<file path="config.mk">
export PLATFORM = sky130hd
export DESIGN_NAME = serial_frame_telemetry_decoder_unit_flat
export DESIGN_NICKNAME = d
export VERILOG_FILES = /design/src/rtl/sftd_pkg.sv /design/src/rtl/sftd_if.sv /design/src/rtl/sftd_parser.sv /design/src/rtl/serial_frame_telemetry_decoder_unit.sv /design/src/flat_wrapper.sv
export SDC_FILE = /design/constraint.sdc
export NUM_CORES = 1
export LEC_CHECK = 0
export BUFFER_PORTS_ARGS = -buffer_cell sky130_fd_sc_hd__buf_2
export CAP_MARGIN = 5
export CORE_MARGIN = 2
export CORE_UTILIZATION = 45
export DETAILED_ROUTE_END_ITERATION = 12
export GPL_TIMING_DRIVEN = 0
export PLACE_DENSITY = 0.7
export SLEW_MARGIN = 20
export SYNTH_ARGS = -nofsm -noshare
export SYNTH_HDL_FRONTEND = slang
export SYNTH_SLANG_ARGS = --single-unit
</file>
<file path="constraint.sdc">
create_clock -name clk_i -period 7.39 [get_ports clk_i]
set_input_delay 0.3695 -clock clk_i [delete_from_list [all_inputs] [get_ports clk_i]]
set_output_delay 0.3695 -clock clk_i [all_outputs]
set_load 0.02 [all_outputs]
</file>
<file path="src/rtl/sftd_pkg.sv">
// Shared types and constants of the serial frame telemetry decoder.
// No dependencies; every file of the block but sftd_if.sv imports this package.
package sftd_pkg;

  // Frame framing bytes
  localparam logic [7:0] SYNC_FIRST  = 8'h55;
  localparam logic [7:0] SYNC_SECOND = 8'hAA;

  // Address and command pairs of the two known frame types
  localparam logic [7:0] ADDR_STATUS = 8'h21;
  localparam logic [7:0] CMD_STATUS  = 8'h64;
  localparam logic [7:0] ADDR_RIDER  = 8'h20;
  localparam logic [7:0] CMD_RIDER   = 8'h65;

  // Frame layout
  localparam int unsigned PAY_COUNT    = 6;  // payload bytes kept across frames
  localparam int unsigned PAY_FIRST    = 6;  // position of first kept payload byte
  localparam int unsigned HEADER_BYTES = 6;  // frame total is length plus this

  // Frame kind codes
  localparam logic [1:0] KIND_OTHER  = 2'd0;
  localparam logic [1:0] KIND_STATUS = 2'd1;
  localparam logic [1:0] KIND_RIDER  = 2'd2;

  typedef struct packed {
    logic        checksum_ok;
    logic [1:0]  frame_kind;
    logic [7:0]  speed_mode;
    logic [7:0]  battery_level;
    logic [7:0]  light_state;
    logic [15:0] speed_raw;
    logic [7:0]  throttle_level;
    logic [7:0]  brake_level;
  } result_t;

endpackage

</file>
<file path="src/rtl/sftd_if.sv">
// Valid/ready channel interfaces of the serial frame telemetry decoder.
// Depends on nothing; one interface for received bytes, one for results.
interface sftd_byte_if;
  logic       valid;
  logic       ready;
  logic [7:0] rx_byte;

  modport source (output valid, output rx_byte, input ready);
  modport sink   (input valid, input rx_byte, output ready);
endinterface

interface sftd_result_if;
  logic        valid;
  logic        ready;
  logic        checksum_ok;
  logic [1:0]  frame_kind;
  logic [7:0]  speed_mode;
  logic [7:0]  battery_level;
  logic [7:0]  light_state;
  logic [15:0] speed_raw;
  logic [7:0]  throttle_level;
  logic [7:0]  brake_level;

  modport source (output valid, output checksum_ok, output frame_kind, output speed_mode,
                  output battery_level, output light_state, output speed_raw,
                  output throttle_level, output brake_level, input ready);
  modport sink   (input valid, input checksum_ok, input frame_kind, input speed_mode,
                  input battery_level, input light_state, input speed_raw,
                  input throttle_level, input brake_level, output ready);
endinterface

</file>
<file path="src/rtl/sftd_parser.sv">
// Frame parser: position counter, header/checksum capture, kept payload and held telemetry.
// Depends on sftd_pkg. Processes one byte per cycle when step_i is high.
module sftd_parser #(
  parameter int unsigned MAX_FRAME_BYTES = 96
) (
  input  logic              clk_i,
  input  logic              rst_ni,
  input  logic              step_i,
  input  logic [7:0]        byte_i,
  output logic              res_valid_o,
  output sftd_pkg::result_t res_o
);
  import sftd_pkg::*;

  localparam int unsigned PosW = $clog2(MAX_FRAME_BYTES + 1);
  localparam logic [PosW-1:0] POS_MAX = PosW'(MAX_FRAME_BYTES);

  logic [PosW-1:0] pos_q, pos_d;
  logic [7:0]      len_q, len_d;
  logic [7:0]      addr_q, addr_d;
  logic [7:0]      cmd_q, cmd_d;
  logic [15:0]     sum_q, sum_d;
  logic [7:0]      cklo_q, cklo_d;
  logic [7:0]      pay_q [PAY_COUNT];
  logic [7:0]      pay_d [PAY_COUNT];
  logic [7:0]      mode_q, mode_d;
  logic [7:0]      batt_q, batt_d;
  logic [7:0]      light_q, light_d;
  logic [15:0]     speed_q, speed_d;
  logic [7:0]      thr_q, thr_d;
  logic [7:0]      brake_q, brake_d;

  logic [PosW-1:0] pos_inc;
  logic [8:0]      pos9;
  logic [8:0]      inc9;
  logic            done;
  logic            ok;
  logic [1:0]      kind;

  always_comb begin
    pos_d   = pos_q;
    len_d   = len_q;
    addr_d  = addr_q;
    cmd_d   = cmd_q;
    sum_d   = sum_q;
    cklo_d  = cklo_q;
    pay_d   = pay_q;
    mode_d  = mode_q;
    batt_d  = batt_q;
    light_d = light_q;
    speed_d = speed_q;
    thr_d   = thr_q;
    brake_d = brake_q;
    done    = 1'b0;
    ok      = 1'b0;
    kind    = KIND_OTHER;
    pos_inc = pos_q + PosW'(1);
    pos9    = 9'(pos_q);
    inc9    = 9'(pos_inc);

    if (pos_q == PosW'(0)) begin
      // Hunt for the first sync byte
      if (byte_i == SYNC_FIRST) begin
        pos_d = PosW'(1);
        sum_d = 16'd0;
      end
    end else if (pos_q == PosW'(1)) begin
      pos_d = (byte_i == SYNC_SECOND) ? PosW'(2) : PosW'(0);
    end else begin
      if (pos_q == PosW'(2)) len_d  = byte_i;
      if (pos_q == PosW'(3)) addr_d = byte_i;
      if (pos_q == PosW'(4)) cmd_d  = byte_i;
      for (int i = 0; i < PAY_COUNT; i++) begin
        if (pos_q == PosW'(PAY_FIRST + i)) pay_d[i] = byte_i;
      end
      if (pos9 <= 9'(len_d) + 9'd3) sum_d = sum_q + 16'(byte_i);
      if (pos9 == 9'(len_d) + 9'd4) cklo_d = byte_i;

      done = (inc9 >= 9'(HEADER_BYTES)) && (inc9 >= 9'(len_d) + 9'(HEADER_BYTES));
      if (done) begin
        ok = (~sum_d) == {byte_i, cklo_d};
        if (ok && addr_d == ADDR_STATUS && cmd_d == CMD_STATUS) begin
          mode_d  = pay_d[0];
          batt_d  = pay_d[1];
          light_d = pay_d[2];
          speed_d = {pay_d[5], pay_d[4]};
          kind    = KIND_STATUS;
        end else if (ok && addr_d == ADDR_RIDER && cmd_d == CMD_RIDER) begin
          thr_d   = pay_d[1];
          brake_d = pay_d[2];
          kind    = KIND_RIDER;
        end
        pos_d = PosW'(0);
      end else if (pos_inc >= POS_MAX) begin
        // Overlong frame: drop without a result
        pos_d = PosW'(0);
      end else begin
        pos_d = pos_inc;
      end
    end
  end

  assign res_valid_o          = step_i && done;
  assign res_o.checksum_ok    = ok;
  assign res_o.frame_kind     = kind;
  assign res_o.speed_mode     = mode_d;
  assign res_o.battery_level  = batt_d;
  assign res_o.light_state    = light_d;
  assign res_o.speed_raw      = speed_d;
  assign res_o.throttle_level = thr_d;
  assign res_o.brake_level    = brake_d;

  always_ff @(posedge clk_i or negedge rst_ni) begin
    if (!rst_ni) begin
      pos_q   <= '0;
      len_q   <= '0;
      addr_q  <= '0;
      cmd_q   <= '0;
      sum_q   <= '0;
      cklo_q  <= '0;
      for (int i = 0; i < PAY_COUNT; i++) pay_q[i] <= '0;
      mode_q  <= '0;
      batt_q  <= '0;
      light_q <= '0;
      speed_q <= '0;
      thr_q   <= '0;
      brake_q <= '0;
    end else if (step_i) begin
      pos_q   <= pos_d;
      len_q   <= len_d;
      addr_q  <= addr_d;
      cmd_q   <= cmd_d;
      sum_q   <= sum_d;
      cklo_q  <= cklo_d;
      pay_q   <= pay_d;
      mode_q  <= mode_d;
      batt_q  <= batt_d;
      light_q <= light_d;
      speed_q <= speed_d;
      thr_q   <= thr_d;
      brake_q <= brake_d;
    end
  end

endmodule

</file>
<file path="src/rtl/serial_frame_telemetry_decoder_unit.sv">
// Top level of the serial frame telemetry decoder: input register, parser, result register.
// Depends on sftd_pkg, sftd_if.sv (channel interfaces) and sftd_parser.
// A frame's last byte enters the input register; the parser then loads the result register.
// One byte per cycle unless a result stalls; the parser updates all frame state in one pass.
// Ready stays high while the result register is free or being drained this cycle.
// Reset: asynchronous, active low; position, sums, kept payload and held values clear to zero.
module serial_frame_telemetry_decoder_unit #(
  parameter int unsigned MAX_FRAME_BYTES = 96
) (
  input  logic          clk_i,
  input  logic          rst_ni,
  sftd_byte_if.sink     in_i,
  sftd_result_if.source out_o
);
  import sftd_pkg::*;

  // Input register
  logic       s1_valid_q, s1_valid_d;
  logic [7:0] s1_byte_q;

  // Result register
  logic    out_valid_q, out_valid_d;
  result_t out_data_q;

  logic    advance;
  logic    step;
  logic    res_valid;
  result_t res;

  // Advance the pipe whenever the result slot is free or drains this cycle
  assign advance    = !out_valid_q || out_o.ready;
  assign step       = s1_valid_q && advance;
  assign in_i.ready = !s1_valid_q || advance;

  always_comb begin
    s1_valid_d = s1_valid_q;
    if (in_i.valid && in_i.ready) begin
      s1_valid_d = 1'b1;
    end else if (advance) begin
      s1_valid_d = 1'b0;
    end
  end

  sftd_parser #(
    .MAX_FRAME_BYTES(MAX_FRAME_BYTES)
  ) u_parser (
    .clk_i      (clk_i),
    .rst_ni     (rst_ni),
    .step_i     (step),
    .byte_i     (s1_byte_q),
    .res_valid_o(res_valid),
    .res_o      (res)
  );

  // Hold a finished result until the request is taken
  always_comb begin
    out_valid_d = out_valid_q;
    if (res_valid) begin
      out_valid_d = 1'b1;
    end else if (out_o.ready) begin
      out_valid_d = 1'b0;
    end
  end

  always_ff @(posedge clk_i or negedge rst_ni) begin
    if (!rst_ni) begin
      s1_valid_q  <= 1'b0;
      out_valid_q <= 1'b0;
    end else begin
      s1_valid_q  <= s1_valid_d;
      out_valid_q <= out_valid_d;
    end
  end

  // Payload registers: no reset needed
  always_ff @(posedge clk_i) begin
    if (in_i.valid && in_i.ready) begin
      s1_byte_q <= in_i.rx_byte;
    end
    if (res_valid) begin
      out_data_q <= res;
    end
  end

  assign out_o.valid          = out_valid_q;
  assign out_o.checksum_ok    = out_data_q.checksum_ok;
  assign out_o.frame_kind     = out_data_q.frame_kind;
  assign out_o.speed_mode     = out_data_q.speed_mode;
  assign out_o.battery_level  = out_data_q.battery_level;
  assign out_o.light_state    = out_data_q.light_state;
  assign out_o.speed_raw      = out_data_q.speed_raw;
  assign out_o.throttle_level = out_data_q.throttle_level;
  assign out_o.brake_level    = out_data_q.brake_level;

endmodule

</file>
<file path="src/flat_wrapper.sv">
// flat-port wrapper written by rule: the top's interface ports become plain ports
module serial_frame_telemetry_decoder_unit_flat import sftd_pkg::*;
#(
  parameter int unsigned MAX_FRAME_BYTES = 96
)
  (clk_i, rst_ni, in_i_valid, in_i_rx_byte, in_i_ready, out_o_valid, out_o_checksum_ok, out_o_frame_kind, out_o_speed_mode, out_o_battery_level, out_o_light_state, out_o_speed_raw, out_o_throttle_level, out_o_brake_level, out_o_ready);
  sftd_byte_if in_i_i ();
  sftd_result_if out_o_i ();
  input  logic clk_i;
  input  logic rst_ni;
  input wire logic [$bits(in_i_i.valid)-1:0] in_i_valid;
  input wire logic [$bits(in_i_i.rx_byte)-1:0] in_i_rx_byte;
  output wire logic [$bits(in_i_i.ready)-1:0] in_i_ready;
  output wire logic [$bits(out_o_i.valid)-1:0] out_o_valid;
  output wire logic [$bits(out_o_i.checksum_ok)-1:0] out_o_checksum_ok;
  output wire logic [$bits(out_o_i.frame_kind)-1:0] out_o_frame_kind;
  output wire logic [$bits(out_o_i.speed_mode)-1:0] out_o_speed_mode;
  output wire logic [$bits(out_o_i.battery_level)-1:0] out_o_battery_level;
  output wire logic [$bits(out_o_i.light_state)-1:0] out_o_light_state;
  output wire logic [$bits(out_o_i.speed_raw)-1:0] out_o_speed_raw;
  output wire logic [$bits(out_o_i.throttle_level)-1:0] out_o_throttle_level;
  output wire logic [$bits(out_o_i.brake_level)-1:0] out_o_brake_level;
  input wire logic [$bits(out_o_i.ready)-1:0] out_o_ready;
  assign in_i_i.valid = in_i_valid;
  assign in_i_i.rx_byte = in_i_rx_byte;
  assign in_i_ready = in_i_i.ready;
  assign out_o_valid = out_o_i.valid;
  assign out_o_checksum_ok = out_o_i.checksum_ok;
  assign out_o_frame_kind = out_o_i.frame_kind;
  assign out_o_speed_mode = out_o_i.speed_mode;
  assign out_o_battery_level = out_o_i.battery_level;
  assign out_o_light_state = out_o_i.light_state;
  assign out_o_speed_raw = out_o_i.speed_raw;
  assign out_o_throttle_level = out_o_i.throttle_level;
  assign out_o_brake_level = out_o_i.brake_level;
  assign out_o_i.ready = out_o_ready;
  serial_frame_telemetry_decoder_unit #(.MAX_FRAME_BYTES(MAX_FRAME_BYTES)) u_core (.clk_i(clk_i), .rst_ni(rst_ni), .in_i(in_i_i), .out_o(out_o_i));
endmodule
</file>
After elaboration in Yosys (flattened, before gate mapping). Cells that the tools add are included.

Add/sub/neg operators: 5. Order comparisons: 4. Equal/unequal tests: 19. Muxes and demuxes: 63. Bitwise gates (word level): 4. Reduce and logical (&&, ||, !) cells: 20.

Operator list (number): 2-to-1 mux 8 bit (39); 2-to-1 mux 16 bit (10); 2-to-1 mux 7 bit (5); == test 8 x 7 -> 1 bit, second input constant (3); == test 7 x 3 -> 1 bit, second input constant (3); == test 7 x 4 -> 1 bit, second input constant (3); adder 8 x 3 -> 9 bit, second input constant (2); adder 16 x 8 -> 16 bit (1); == test 16 bit (1); == test 8 x 6 -> 1 bit, second input constant (2); inverter 16 bit (1); == test 7 x 2 -> 1 bit, second input constant (2); adder 8 x 2 -> 9 bit, second input constant (1); == test 7 x 9 -> 1 bit (1); greater-or-equal comparator 7 x 9 -> 1 bit (1); <= comparator 7 x 9 -> 1 bit (1); == test 8 bit, second input constant (1); logical AND 1 bit (8); adder 7 x 1 -> 7 bit, second input constant (1); == test 7 x 1 -> 1 bit, second input constant (1); greater-or-equal comparator 7 x 3 -> 1 bit, second input constant (1); greater-or-equal comparator 7 bit, second input constant (1); zero test 7 bit (1); 2-to-1 mux 1 bit (7); other kinds (11) (18).

Bits in registers: 220. Bits of input ports: 12. Logic and storage cells: 144.

Logic depth before layout (Yosys ltp). Gate-level depths: netlist (run 1).

Depth in word-level cells: 18. Gate-level depth with buffers: 30. Gate-level depth less buffers: 24.

Cells and area by module. A second synthesis (run 1) with hierarchy kept.

Cell total of the unflattened synthesis: 1003. Area total of the unflattened synthesis: 11991.5 um^2.

By module, submodules not included: sftd_parser (times used 1, cells each 928, area an instance 9875.7 um^2, seq. area each 3778.6 um^2); serial_frame_telemetry_decoder_unit (times used 1, cells each 75, area an instance 2115.8 um^2, seq. area each 2062.0 um^2).

Worst setup path before layout (run 1). Ideal clock, no wire load.

Path kind: register to register. Start point: register u_core.u_parser.pos_q[0]. End point: register u_core.out_data_q, in the netlist u_core.out_o.brake_level[5] (data pin). Library setup time: 0.262 ns. Arrival: 6.237 ns. Path slack: 0.891 ns. Stages on the path, launching flop included: 30. Buffers on the path: 5. Period minus slack after synthesis: 6.499 ns. Cell sequence: dfrtp_1 -> inv_1 -> ha_1 -> nor4b_1 -> nand2_1 -> buf_2 -> buf_1 -> nor2_1 -> a21oi_1 -> inv_1 -> ha_1 -> clkbuf_1 -> nand2_1 -> or3_1 -> a21oi_1 -> a21oi_1 -> ha_1 -> a211oi_1 -> o211ai_1 -> o21ai_0 -> nand2b_1 -> a21o_1 -> buf_4 -> mux2i_4 -> xor2_1 -> a2111oi_2 -> nand4_2 -> nor4_4 -> buf_6 -> mux2_1.

RTL lines: start: declaration (RTL line sftd_parser.sv:18) `logic [PosW-1:0] pos_q, pos_d;`; start signal: assignment (RTL line sftd_parser.sv:129) `pos_q <= pos_d;`; end signal: assignment (RTL line serial_frame_telemetry_decoder_unit.sv:81) `out_data_q <= res;`; end: declaration (RTL line serial_frame_telemetry_decoder_unit.sv:23) `result_t out_data_q;`.

==> results.md, run 1 <==
* Final critical-path share of the clock period at about 94%
* Most frequent standard cell in the layout excluding fill and tap cells: dfrtp_1
* Fin crit period at 6962 ps
* Layout cells sized above 1 at 25.66%
* Weighted congestion at the end of routability-driven global placement at 0.9127
* Slew at the pin with the worst max-slew slack at 921.4 ps
* Initial Util at 45.44%
* Most frequent cells in the layout: 153 x dfrtp_1, 148 x nand2_1, 136 x mux2_2
* Wire length of the first global-routing pass at 47580 um
* Via count normalized by instance count at 5.750
* Number of enable flip-flop cells after synthesis at 67
* Flip-flop and latch count after synthesis at 220
* Crit Path Category: reg -> reg
* H-tree depth at 1
* Data required, critical path at 7670 ps
* Worst r2r src: u_core.s1_byte_q[2]
* Initial antenna violation count at 0
* R2r setup slk at 430 ps
* Peak supply drop at 0.0001751 V
* Clock tree root buffer cell: clkbuf_16
* Total length of routed wires at slightly below 30000 um
* Endpoint of the most critical setup path: u_core.out_o.speed_raw[12]
* Unrepaired setup endpoints after global routing: false
* Clk sink count at 220
* Global-route total usage across every layer at between 20 and 25%
* Std-Cell Core Area at 25910 um^2
* First-iteration detailed-routing DRC count at approximately 950
* Kind of start point of the critical path: flop
* Crit path launch: u_core.s1_byte_q[2]
* Detail Placement HPWL at 20520 um
* Register clock-pin slew on the reported worst setup and hold paths at about 60 ps
* Place WS at -1326 ps
* Worst R2R End: u_core.out_o.speed_raw[12]
* Post-Synthesis Mean Instance Area at around 11 um^2
* Width of the chip at 165.8 um
* Nets at 1206
* Path category of the worst min-delay check: in -> reg
* Summed instance area of the synthesized netlist at approximately 12000 um^2
* Filler cells at 2280
* Post-synthesis sequential area ratio at between 40% and 50%
* FF-to-FF path depth at 26
* Data arrival time of the critical path at 7240 ps
* Result of the run: finished clean
* Highest net fanout along the worst path at 10
* Max transition margin at 38.16%
* Rows at 59
* Instance count of the mapped netlist at 1058
* Max Slew Vio Count at 0
* Maximum clock rate at 143.6 MHz
* Number of cells in the finished layout apart from fillers at approximately 1500
* Cells after DPL at approximately 1500
* Ratio of total power to cell area at 371.1 nW/um^2
* Leakage power at 5.950 nW
* Post-DRT Antenna Nets at 0
* Final Hold Fails at 0
* Area enclosed by the die boundary at around 27000 um^2
* Remaining routing DRC violations at 0
* Vias at between 8000 and 9000
* Share of the synthesized area in the top cell type at 32.52%
* Largest net degree at the start of global routing at 90
* Asr flop ratio synth at 69.55%
* Count of cell types in the netlist at 78
* Number of buffer cells added on primary ports at 72
* Cell types occupying the most area after synthesis: dfrtp_1 33%, edfxtp_1 17%, mux2_2 13%, nand2_1 4.7%, mux2_1 3.5%
* Y dimension of the die at 165.8 um
* Avg WL per Cell at 19.64 um
* Yosys warning total at 0
* Dominant synthesized flop cell: dfrtp_1
* Post-route setup slack at about 430 ps
* Number of ports placed on the die boundary at 73
* Worst-case clock skew at about 20 ps
* Via count of the first global-routing pass at 8530
* Synthesized netlist net count at between 1000 and 1500
* Setup-failing EPs final at 0
* Maxcap violations at 0
* Synth area leader: dfrtp_1
* Area Growth Syn to Fin at 14.46%
* Global route overflow at 0
* Clock latency on the worst-skew pair at approximately 540 ps
* CTS Buf Count at 23
* Multi-input gate area at 5639 um^2
* Worst Setup End Kind: flop
* Clock buffer depth at 3
* Flip-flop and latch area at 5841 um^2
* Ant diodes at 0
* CTS tree: done
* Drt pass-1 iters at 7
-- state kept, by name, indices dropped and copies added (netlist names), 16 cells and up --
name and flops:
u_core.u_parser.speed_q 16, u_core.u_parser.pay_q 40, u_core.out_o.speed_raw 16, u_core.u_parser.sum_q 16
-- logic make-up after synthesis --
family | after synthesis | synth area share (%)
XOR/XNOR | 41 | 3.050
multiplexers | 185 | 17.67
buffers and inverters | 77 | 2.869
adder cells (fa/ha/maj) | 30 | 3.252
AO/OA/AOI/OAI | 192 | 10.70
AND/OR/NAND/NOR | 313 | 12.86
flip-flops | 220 | 49.60
-- cells in the mapped netlist, types with 10 or more instances --
cell type    n
o21ai_0     69
inv_1       14
mux2_2     136
nor2_1      57
a21o_1      10
nand2_1    148
clkbuf_1    38
ha_1        29
nand3_1     24
nand2b_1    10
xnor2_1     34
dfrtp_1    153
edfxtp_1    67
nor3_1      15
a21oi_1     34
mux2_1      37
mux2i_1     11
-- critical path, stage by stage, from the launching register on --
cell and delay [ps]:
edfxtp_1 520, clkbuf_2 430, clkbuf_1 550, mux2i_1 230, inv_1 170, ha_1 230
clkbuf_4 230, nand2_1 140, or3_1 340, a21oi_1 150, a21oi_1 80, ha_1 340
a211oi_1 240, o211ai_1 130, o21ai_2 220, nand2b_1 210, a21o_1 100, buf_4 210
mux2i_2 440, a21oi_1 100, a2111oi_2 360, nand4_2 110, buf_4 200, nor4_4 120
buf_4 200, buf_4 240, mux2_2 390
-- worst min-delay path by stage --
stage          slack (ps)  depth (start not counted)                         to                       from
2_1_floorplan          70                          0         u_core.out_o.valid                     rst_ni
3_3_place_gp          450                          2  u_core.u_parser.pay_q[26]  u_core.u_parser.pay_q[26]
3_5_place_dp          360                          1  u_core.u_parser.batt_q[3]                     rst_ni
4_1_cts                 5                          1        u_core.s1_byte_q[2]            in_i_rx_byte[2]
5_1_grt                10                          1        u_core.s1_byte_q[1]            in_i_rx_byte[1]
6_report               20                          1        u_core.s1_byte_q[2]            in_i_rx_byte[2]
-- power by group --
part           switching (mW)  internal, mW
registers               0.163          1.59
clock network           0.504         0.667
logic                    1.30         0.786
total                    1.96          3.04
-- cell type report --
cell class	count	area share [%]
buffer	56	1.977
sequential	220	43.33
timing repair buffer	83	3.528
tap	335	3.110
multi-input combinational	761	41.84
clock buffer	24	4.456
inverter	19	0.5477
clock inverter	18	1.207
-- repair_timing --
item	in CTS	in global routing
setup endpoints to repair	115	114
pin swaps	5	1
hold buffers	1	0
endpoints found under the hold margin	64	0
resized for setup	7	8
buffers inserted	8	1
-- per-layer routing --
metal	routed length [um]	up-vias	track usage, %
met4	724	0	6.465
met1	13590	4318	30.11
met3	1752	47	2.741
li1	-	4065	-
met5	0	-	0
met2	13710	287	34.87
-- through the flow --
stage	area [um^2]	TNS (ps)	total power, mW	utilization, %	hold slack (ps)
final	13480	0	5.001	52.02	19.71
after global routing	13480	0	5.305	52.02	11.20
after CTS	13450	0	4.993	51.92	4.756
after detailed placement	12590	-112180	3.788	48.61	359.2
after global placement	12550	-103310	3.735	48.45	453.6
after floorplan	11780	0	3.230	-	73.91
Power figures use the tool's default switching activity.
==> run 2, diff against run 1 <==
CORE_MARGIN = 10   (was 2)
==> results.md, run 2 (same netlist as run 1, synthesis figures left out) <==
* Post-route setup slack at 443.0 ps (+14.97 ps)
* Share of power burned in registers at 34.2% (-0.8 points)
* Rows at 59 (unchanged)
* Clock latency on the worst-skew pair at 550 ps (about the same)
* Setup-failing EPs final at 0 (unchanged)
* Nets at 1214 (+0.66%)
* Global-route total usage across every layer at 17.93% (-3.5 points)
* Max Slew Vio Count at 0 (unchanged)
* Leakage power at 6.009 nW (+0.98%)
* Maxcap violations at 0 (unchanged)
* Std-Cell Core Area at 25910 um^2 (unchanged)
* Drt pass-1 iters at 6 (-1)
* Data arrival time of the critical path at 7230 ps (about the same)
* Number of cells in the finished layout apart from fillers at 1526 (+0.66%)
* Crit Path Category: reg -> reg
* Worst Setup End Kind: flop
* Highest net fanout along the worst path at 19 (+9)
* Clock buffer depth at 3 (unchanged)
* Clock tree root buffer cell: clkbuf_16
* Flip-flop and latch area at 5841 um^2 (unchanged)
* Multi-input gate area at 5645 um^2 (+0.11%)
* CTS tree: done
* Max transition margin at 35.45% (-2.7 points)
* Startpoint of the tightest hold check path: in_i_rx_byte[0]
* Combinational Power Share at 40.8% (-0.8 points)
* Vias at 8668 (-0.56%)
* Detail Placement HPWL at 20890 um (+1.8%)
* Fin crit period at 6947 ps (-14.97 ps)
* P_sw at 1.982 mW (+1.0%)
* Wire length of the first global-routing pass at 48360 um (+1.6%)
* Most frequent cells in the layout: 153 x dfrtp_1, 148 x nand2_1, 136 x mux2_2
* Critical path's largest stage delay at 460 ps (-90 ps)
* Internal power at 3.135 mW (+3.2%)
* Ant diodes at 0 (unchanged)
* Worst path most repeated cell: buf_4
* Kind of start point of the critical path: flop
* Clk sink count at 220 (unchanged)
* Register clock-pin slew on the reported worst setup and hold paths at 60 ps (about the same)
* Worst-case clock skew at 11.60 ps (-8.130 ps)
* Path category of the worst min-delay check: in -> reg
* Most flop-heavy register: u_core.u_parser.pay_q
* Total length of routed wires at 30440 um (+2.2%)
* Crit path launch: u_core.u_parser.pos_q[0]
* Initial antenna violation count at 0 (unchanged)
* Weighted congestion at the end of routability-driven global placement at 0.9254 (+1.4%)
* Via count normalized by instance count at 5.680 (-1.2%)
* Number of ports placed on the die boundary at 73 (unchanged)
* Worst r2r src: u_core.u_parser.pos_q[0]
* Cells after DPL at 1466 (unchanged)
* Clock share of power at 24.9% (+1.5 points)
* Number of buffer cells added on primary ports at 72 (unchanged)
* H-tree depth at 1 (unchanged)
* Area Growth Syn to Fin at 15.79%
* Place WS at -1188 ps (+137.6 ps)
* Peak supply drop at 0.0001886 V (+7.7%)
* Filler cells at 2211 (-3.0%)
* Layout cells sized above 1 at 25.27% (-0.38 points)
* Initial Util at 45.44% (unchanged)
* Area enclosed by the die boundary at 33040 um^2 (+20%)
* Slew at the pin with the worst max-slew slack at 961.7 ps (+40.28 ps)
* CTS Buf Count at 25 (+8.7%)
* First-iteration detailed-routing DRC count at 913 (-3.6%)
* Total Negative Setup Slacks at 0 ps (unchanged)
* Avg WL per Cell at 19.95 um (+1.6%)
* Most frequent standard cell in the layout excluding fill and tap cells: dfrtp_1
* Global route overflow at 0 (unchanged)
* Final Hold Fails at 0 (unchanged)
* Max FFs per register at 40 (unchanged)
* Slowest CP cell: dfrtp_1
* Final critical-path share of the clock period at 94.00% (-0.20 points)
* Via count of the first global-routing pass at 8544 (+0.16%)
* Post-DRT Antenna Nets at 0 (unchanged)
* Switch share at 38.73% (-0.50 points)
* Largest net degree at the start of global routing at 82 (-8.9%)
* Y dimension of the die at 181.8 um (+9.7%)
* Data required, critical path at 7680 ps (about the same)
* Result of the run: finished clean
* Remaining routing DRC violations at 0 (unchanged)
* Width of the chip at 181.8 um (+9.7%)
* Maximum clock rate at 143.9 MHz (+0.22%)
* Ratio of total power to cell area at 375.3 nW/um^2 (+1.1%)
## run 2: power groups by stage
| stage | clock network [mW] | registers, mW | logic [mW] |
|---|---|---|---|
| 2_1_floorplan | 0 | 1.85 | 1.38 |
| 3_3_place_gp | 0 | 1.76 | 1.99 |
| 3_5_place_dp | 0 | 1.76 | 2.03 |
| 4_1_cts | 1.29 | 1.75 | 2.06 |
| 5_1_grt | 1.35 | 1.78 | 2.30 |
| 6_report | 1.28 | 1.75 | 2.09 |
## run 2: worst max-delay path: cells and delay by family, from the launching register on
kind,cells,cell delay (ps)
DFF,1,460
buffers and inverters,8,1650
adders and majority gates,3,810
and+or+nand+nor,8,1400
muxes,2,730
xor gates and xnor gates,1,150
AOI/OAI and AO/OA,8,1430
## run 2: final cells by class
class                           count  area share (%)
Sequential cell                   220           42.84
Tap cell                          335           3.074
Inverter                           19          0.5414
Clock buffer                       37           5.359
Timing Repair Buffer               89           3.946
Buffer                             56           1.991
Clock inverter                      9          0.8443
Multi-Input combinational cell    761           41.41
## run 2: what timing repair did
item,4_1_cts,5_1_grt
pin swaps,3,1
resized for setup,8,9
hold endpoints to repair,87,0
setup buffers,6,2
hold buffers,8,0
endpoints found under the setup margin,114,114
## run 2: path summary, 6_finish.rpt
check,endpoint,slack (ps),depth (start not counted)
max,u_core.out_o.speed_raw[15],440,30
min,u_core.s1_byte_q[0],10,1
max reg2reg,u_core.out_o.speed_raw[15],440,30
min reg2reg,u_core.u_parser.pay_q[34],470,2
max in group asynchronous,u_core.u_parser.addr_q[1],6180,3
min in group asynchronous,u_core.u_parser.thr_q[3],420,2
## run 2: stage by stage
step           util [%]  hold WS (ps)  power, mW  cell area [um^2]
2_1_floorplan         -         73.91      3.230             11780
3_3_place_gp      48.45         451.4      3.745             12550
3_5_place_dp      48.61         412.8      3.795             12590
4_1_cts           52.45         6.645      5.096             13590
5_1_grt           52.62         6.809      5.428             13630
6_report          52.62         12.95      5.118             13630
## run 2: routing by layer
metal	share of wire, %	track usage, %
met1	43	24.19
met2	46	28.64
met3	7.5	3.082
met4	2.9	5.857
met5	0	0
